<file path="config.mk">
export PLATFORM = sky130hd
export DESIGN_NAME = sclf_decode
export DESIGN_NICKNAME = d
export VERILOG_FILES = /design/src/hw/rtl/sclf_pkg.sv /design/src/hw/rtl/sclf_decode.sv
export SDC_FILE = /design/constraint.sdc
export NUM_CORES = 1
export LEC_CHECK = 0
export ABC_CLOCK_PERIOD_IN_PS = 6100
export BUFFER_PORTS_ARGS = -buffer_cell sky130_fd_sc_hd__buf_2
export CORE_ASPECT_RATIO = 1.75
export CORE_MARGIN = 2
export CORE_UTILIZATION = 25
export DETAILED_ROUTE_END_ITERATION = 6
export GPL_TIMING_DRIVEN = 0
export PLACE_DENSITY_LB_ADDON = 0.1
export RECOVER_POWER = 25
export SYNTH_ARGS = -nofsm -noshare
export SYNTH_HDL_FRONTEND = slang
export SYNTH_SLANG_ARGS = --single-unit
</file>
<file path="constraint.sdc">
create_clock -name vclk -period 6.1
set_input_delay 0.61 -clock vclk [all_inputs]
set_output_delay 0.61 -clock vclk [all_outputs]
set_load 0.02 [all_outputs]
</file>
<file path="src/hw/rtl/sclf_pkg.sv">
// Shared types and codes for the size-class free-list allocator.
// Holds widths, status, opcode and config index codes and the decode result struct; no dependencies.
`timescale 1ns / 1ps
`default_nettype none
package sclf_pkg;

    localparam int ADDR_W   = 32;
    localparam int SIZE_W   = 32;
    localparam int THRESH_W = 17;
    localparam int CLASS_W  = 4;
    localparam int STATUS_W = 3;
    localparam int LOG2_W   = 5;
    // Hard ceiling on the class index carried by the result.
    localparam int MAX_CLASSES = 16;

    localparam logic OP_ALLOC = 1'b0;
    localparam logic OP_FREE  = 1'b1;

    localparam logic [STATUS_W-1:0] ST_REUSED    = 3'd0;
    localparam logic [STATUS_W-1:0] ST_POOL      = 3'd1;
    localparam logic [STATUS_W-1:0] ST_LARGE     = 3'd2;
    localparam logic [STATUS_W-1:0] ST_EXHAUSTED = 3'd3;
    localparam logic [STATUS_W-1:0] ST_FREED     = 3'd4;
    localparam logic [STATUS_W-1:0] ST_FULL      = 3'd5;
    localparam logic [STATUS_W-1:0] ST_NULL      = 3'd6;

    localparam logic [1:0] CFG_LARGE_THRESHOLD = 2'd0;
    localparam logic [1:0] CFG_POOL_BASE       = 2'd1;
    localparam logic [1:0] CFG_POOL_BYTES      = 2'd2;

    // Classification of one request, taken from the request fields and the large-size threshold.
    typedef struct packed {
        logic               is_null;
        logic               is_large;
        logic [CLASS_W-1:0] size_class;
        logic [LOG2_W-1:0]  log2_size;
    } sclf_dec_t;

endpackage
`default_nettype wire

</file>
<file path="src/hw/rtl/sclf_decode.sv">
// Request classifier: null free, large size, class index and rounded log2 size.
// Depends on sclf_pkg.
`timescale 1ns / 1ps
`default_nettype none
module sclf_decode #(
    parameter int NUM_CLASSES = 16
) (
    input  wire logic                           opcode,
    input  wire logic [sclf_pkg::SIZE_W-1:0]    req_size,
    input  wire logic [sclf_pkg::ADDR_W-1:0]    block_address,
    input  wire logic [sclf_pkg::THRESH_W-1:0]  large_threshold,
    output sclf_pkg::sclf_dec_t                 dec
);
    import sclf_pkg::*;

    localparam int EFF_CLASSES = (NUM_CLASSES < MAX_CLASSES) ? NUM_CLASSES : MAX_CLASSES;

    logic [SIZE_W-1:0]   size_eff;
    logic [THRESH_W-1:0] size_m1;
    logic [LOG2_W-1:0]   bit_len;
    logic [LOG2_W-1:0]   cls_wide;
    logic                over;

    always_comb
    begin
        size_eff = (req_size == '0) ? SIZE_W'(1) : req_size;
        over     = size_eff > {{(SIZE_W-THRESH_W){1'b0}}, large_threshold};
        // Ceiling log2 is the bit length of size minus one; valid when not over.
        size_m1  = size_eff[THRESH_W-1:0] - THRESH_W'(1);
        bit_len  = '0;
        for (int i = 0; i < THRESH_W; i++)
        begin
            if (size_m1[i])
            begin
                bit_len = LOG2_W'(i + 1);
            end
        end
        cls_wide = (bit_len == '0) ? '0 : bit_len - LOG2_W'(1);

        dec.is_null    = (opcode == OP_FREE) && (block_address == '0);
        dec.is_large   = over || (cls_wide >= LOG2_W'(EFF_CLASSES));
        dec.size_class = cls_wide[CLASS_W-1:0];
        dec.log2_size  = bit_len;
    end

endmodule
`default_nettype wire

</file>
-- Yosys cells after proc, flatten, opt, wreduce, memory -nomap -nowiden
Index checks and enable logic that the tools add are counted.
- flip-flop bits (word level): 0
- output and inout port bits: 11
- add/subtract/negate cells: 2
- order comparisons: 2
- multiplexer cells: 19
- reduce and logical (&&, ||, !) cells: 5
- operators by type and width (cell ; count):
    5-bit two-way mux ; 16
    32-bit logical NOT ; 2
    32-bit by 17-bit greater-than comparator with 1-bit output ; 1
    32-bit two-way mux ; 1
    17-bit by 1-bit subtractor with 17-bit output, second input constant ; 1
    5-bit >= comparator, second input constant ; 1
    5-bit logical NOT ; 1
    5-bit by 1-bit subtractor with 5-bit output, second input constant ; 1
    2-bit two-way mux ; 1
    1-bit logical AND ; 1
    1-bit logical OR ; 1
    1-bit two-way mux ; 1

-- Longest topological paths before layout
- depth after elaboration: 24
- gate-level depth with buffers: 19
- depth with buffers taken out: 16

-- Least setup slack after synthesis
No wires, ideal clock.
- path type: input to output
- start: input port req_size[12] in the netlist's numbering
- end: output port dec[7] in the netlist's numbering
- arrival time: 4085 ps
- required time: 5490 ps
- slack: 1405 ps
- cell stages on the path: 18
- buffers on the path: 4
- path through: buf_6 -> nor4_4 -> and3_1 -> buf_6 -> a31oi_1 -> ha_1 -> clkbuf_1 -> nor2b_1 -> and2_2 -> buf_6 -> nand3_1 -> nor3b_2 -> a211o_1 -> a21boi_2 -> o21bai_1 -> a31o_2 -> ha_1 -> o31ai_1
- RTL lines (item ; RTL line ; text):
    start, declared ; sclf_decode.sv:9 ; input wire logic [sclf_pkg::SIZE_W-1:0] req_size,
    end, declared ; sclf_decode.sv:12 ; output sclf_pkg::sclf_dec_t dec

==> results.md <==
- Status: complete, no violations
- Hold_sp: block_address[18]
- Post-CTS setup buffers: 0
- Final setup TNS: 0 ps
- Ports: a little over 90
- Flop pwr share: 0
- # fillers: between 700 and 800
- # hold bufs at CTS: 0
- Die Y-Extent: 110 um
- CP Launch Point: req_size[2]
- Port bufs: 91
- Final Power: 0.124 mW
- Final hold slack: 1560 ps
- Ant diodes: 0
- Fin util: 0.349
- Switching part of the total: 0.534
- Reg area: 0 um^2
- P_int: roughly 0.058 mW
- Tcrit/Tclk final: 0.843
- Final setup vio count: 0
- CP Capture Type: output port
- Vias/cell: just under 5
- Initial DRC count: between 40 and 50
- Logic pwr share: 1.000
- Initial antenna violation count: 0
- TritonRoute pass-1 iters: 4
- Final Net Count: approximately 430
- Syn Nets: about 330
- Share of layout cells above drive strength 1: 0.381
- Net Switching: about 0.066 mW
- Total wire length: around 5.1 mm
- Pwr/cell area: about 58 nW/um^2
- Drt wl/cell: ~13 um
- Vias in the first global route: between 1500 and 2000
- Gate Count Post-Synth: 232
- Leakage power: 1.01 nW
- Hold Crit Class: primary input to output port
- Setup Crit Path Kind: primary input to output port
- Data arrival, critical path: roughly 4500 ps
- Max rail drop VDD: roughly 0.000017 V
- Worst hold endpoint: dec[10]
- Worst-Margin Slew: a little under 500 ps
- GRT Total Usage: 0.138
- DRT antenna net count: 0
- Unique masters post-synth: 61
- Core Rows: 38
- Layout clock buffer count: 0
- Core area: slightly above 6000 um^2
- Die area: between 7000 and 8000 um^2
- Avg Cell Area, Syn: between 6 and 7 um^2
- Max-cap viol count: 0
- Slew HR: 0.671
- Fmax: between 150 and 200 MHz
- Crit Path Max Fanout: 9
- Min cycle time layout: 5140 ps
- P&R area growth vs syn: 34.6%
- Sequential cells: 0
- Worst Path Required: approximately 5500 ps
- Final Slew Violations: 0
- Clock network fraction of design power: 0
- Via Count: about 2000
- Seq/Total Area, Yosys: 0
- # DRC: 0
- Startpoint types: primary input
- Ys Warns: 0
- Pin count of the biggest net entering global routing: 11
- GR Overflow Total: 0
- Starting Density: 0.260
- Worst hold stages: 4
- Global-route wire length before repair: between 8 and 9 mm
- Die width: around 65 um
- Hold Violations, Final: 0
- Gpl congestion: just under 0.8
- Post-CTS Resized: 0
- Unrepaired setup endpoints after global routing: no
- Post-Syn Area: 1600 um^2
- Post-DP HPWL: 4.48 mm
[critical path, stage by stage]
cell and delay (ps):
buf_2 160, nor3_4 370, nand2_1 120, nor2_1 200, a31oi_1 180, ha_1 210, clkbuf_1 180, nor2b_1 190
and2_2 200, buf_6 140, nand3_1 130, nor3b_2 60, a211o_1 370, a21boi_2 210, o21bai_1 170, a31o_2 220
ha_1 220, and4bb_2 270, nor3_2 150, buf_2 180
[power groups by stage]
stage	logic, mW	registers, mW	clock network [mW]
6_report	0.124	0	0
4_1_cts	0.127	0	0
3_5_place_dp	0.126	0	0
2_1_floorplan	0.0730	0	0
3_3_place_gp	0.125	0	0
5_1_grt	0.140	0	0
[metrics by stage]
stage | setup WS (ps) | std cells | instance area, um^2
6_report | 955 | 403 | 2160
3_3_place_gp | 906 | 403 | 2160
5_1_grt | 659 | 403 | 2160
3_5_place_dp | 924 | 403 | 2160
2_1_floorplan | 1410 | 232 | 1600
4_1_cts | 909 | 403 | 2160
[cells in the mapped netlist (all sizes together) (2+ instances only)]
library cell | n | share of area
o31ai | 3 | 0.014
nand3b | 3 | 0.022
buf | 7 | 0.034
nor2 | 20 | 0.047
and2 | 3 | 0.013
o31a | 2 | 0.012
xor2 | 2 | 0.011
nand2 | 14 | 0.033
nor4 | 14 | 0.064
o211ai | 2 | 0.0094
a2111oi | 2 | 0.011
a21oi | 11 | 0.044
nand3 | 6 | 0.019
a211oi | 4 | 0.019
inv | 21 | 0.049
xnor2 | 2 | 0.011
clkbuf | 17 | 0.041
nand4b | 4 | 0.022
o21a | 5 | 0.023
ha | 20 | 0.16
a21o | 2 | 0.010
nand4 | 8 | 0.031
nor2b | 4 | 0.016
nor4b | 2 | 0.011
nand2b | 3 | 0.012
o21ai | 13 | 0.045
nor3 | 13 | 0.057
a31oi | 3 | 0.030
or3 | 2 | 0.0078
a31o | 2 | 0.011
[metal layers]
metal  vias to the layer above  share of wire  track usage
li1                       1036              -            -
met2                        67           0.57        0.314
met3                         0          0.055      0.00614
met5                         -              0            0
met4                         0              0            0
met1                       893           0.38        0.138
[cells by family after synthesis]
kind of cell               synth area share
buffers and inverters                 0.129
and+or+nand+nor                       0.387
adders and majority gates             0.156
AOI/OAI and AO/OA                     0.300
xor gates and xnor gates             0.0218
muxes                               0.00624
[final cells by class]
cell class,count,area [um^2],area share
Buffer,25,129,0.0597
Inverter,21,78.8,0.0365
Timing Repair Buffer,91,454,0.210
Tap cell,80,100,0.0464
Multi-Input combinational cell,186,1400,0.647
[worst max-delay path by stage]
stage,endpoint,cells past startpoint
final,dec[8],20
after global routing,dec[8],20
after CTS,dec[8],20
after detailed placement,dec[8],20
after global placement,dec[8],20
after floorplan,dec[7],18
[layout by cell type (no fill, tap or decap), types with 2 or more instances in the layout]
master      n
a2111oi_0   2
nand2_1    14
nand2b_1    3
clkbuf_1   17
nand3b_1    2
o21ai_0    11
inv_1      21
o21a_1      5
buf_2      94
xor2_1      2
nor2b_1     4
nor3_2      3
nor4b_1     2
o21ai_2     2
o211ai_1    2
nand4_1     8
ha_1       20
and2_2      2
nor4_1     13
nor3_1      9
nor2_1     20
or3_1       2
xnor2_1     2
buf_6       3
nand4b_1    4
o31ai_1     3
a31oi_4     2
a31o_2      2
nand3_1     6
a21oi_1     9
a211oi_1    4
Power figures use the tool's default switching activity.
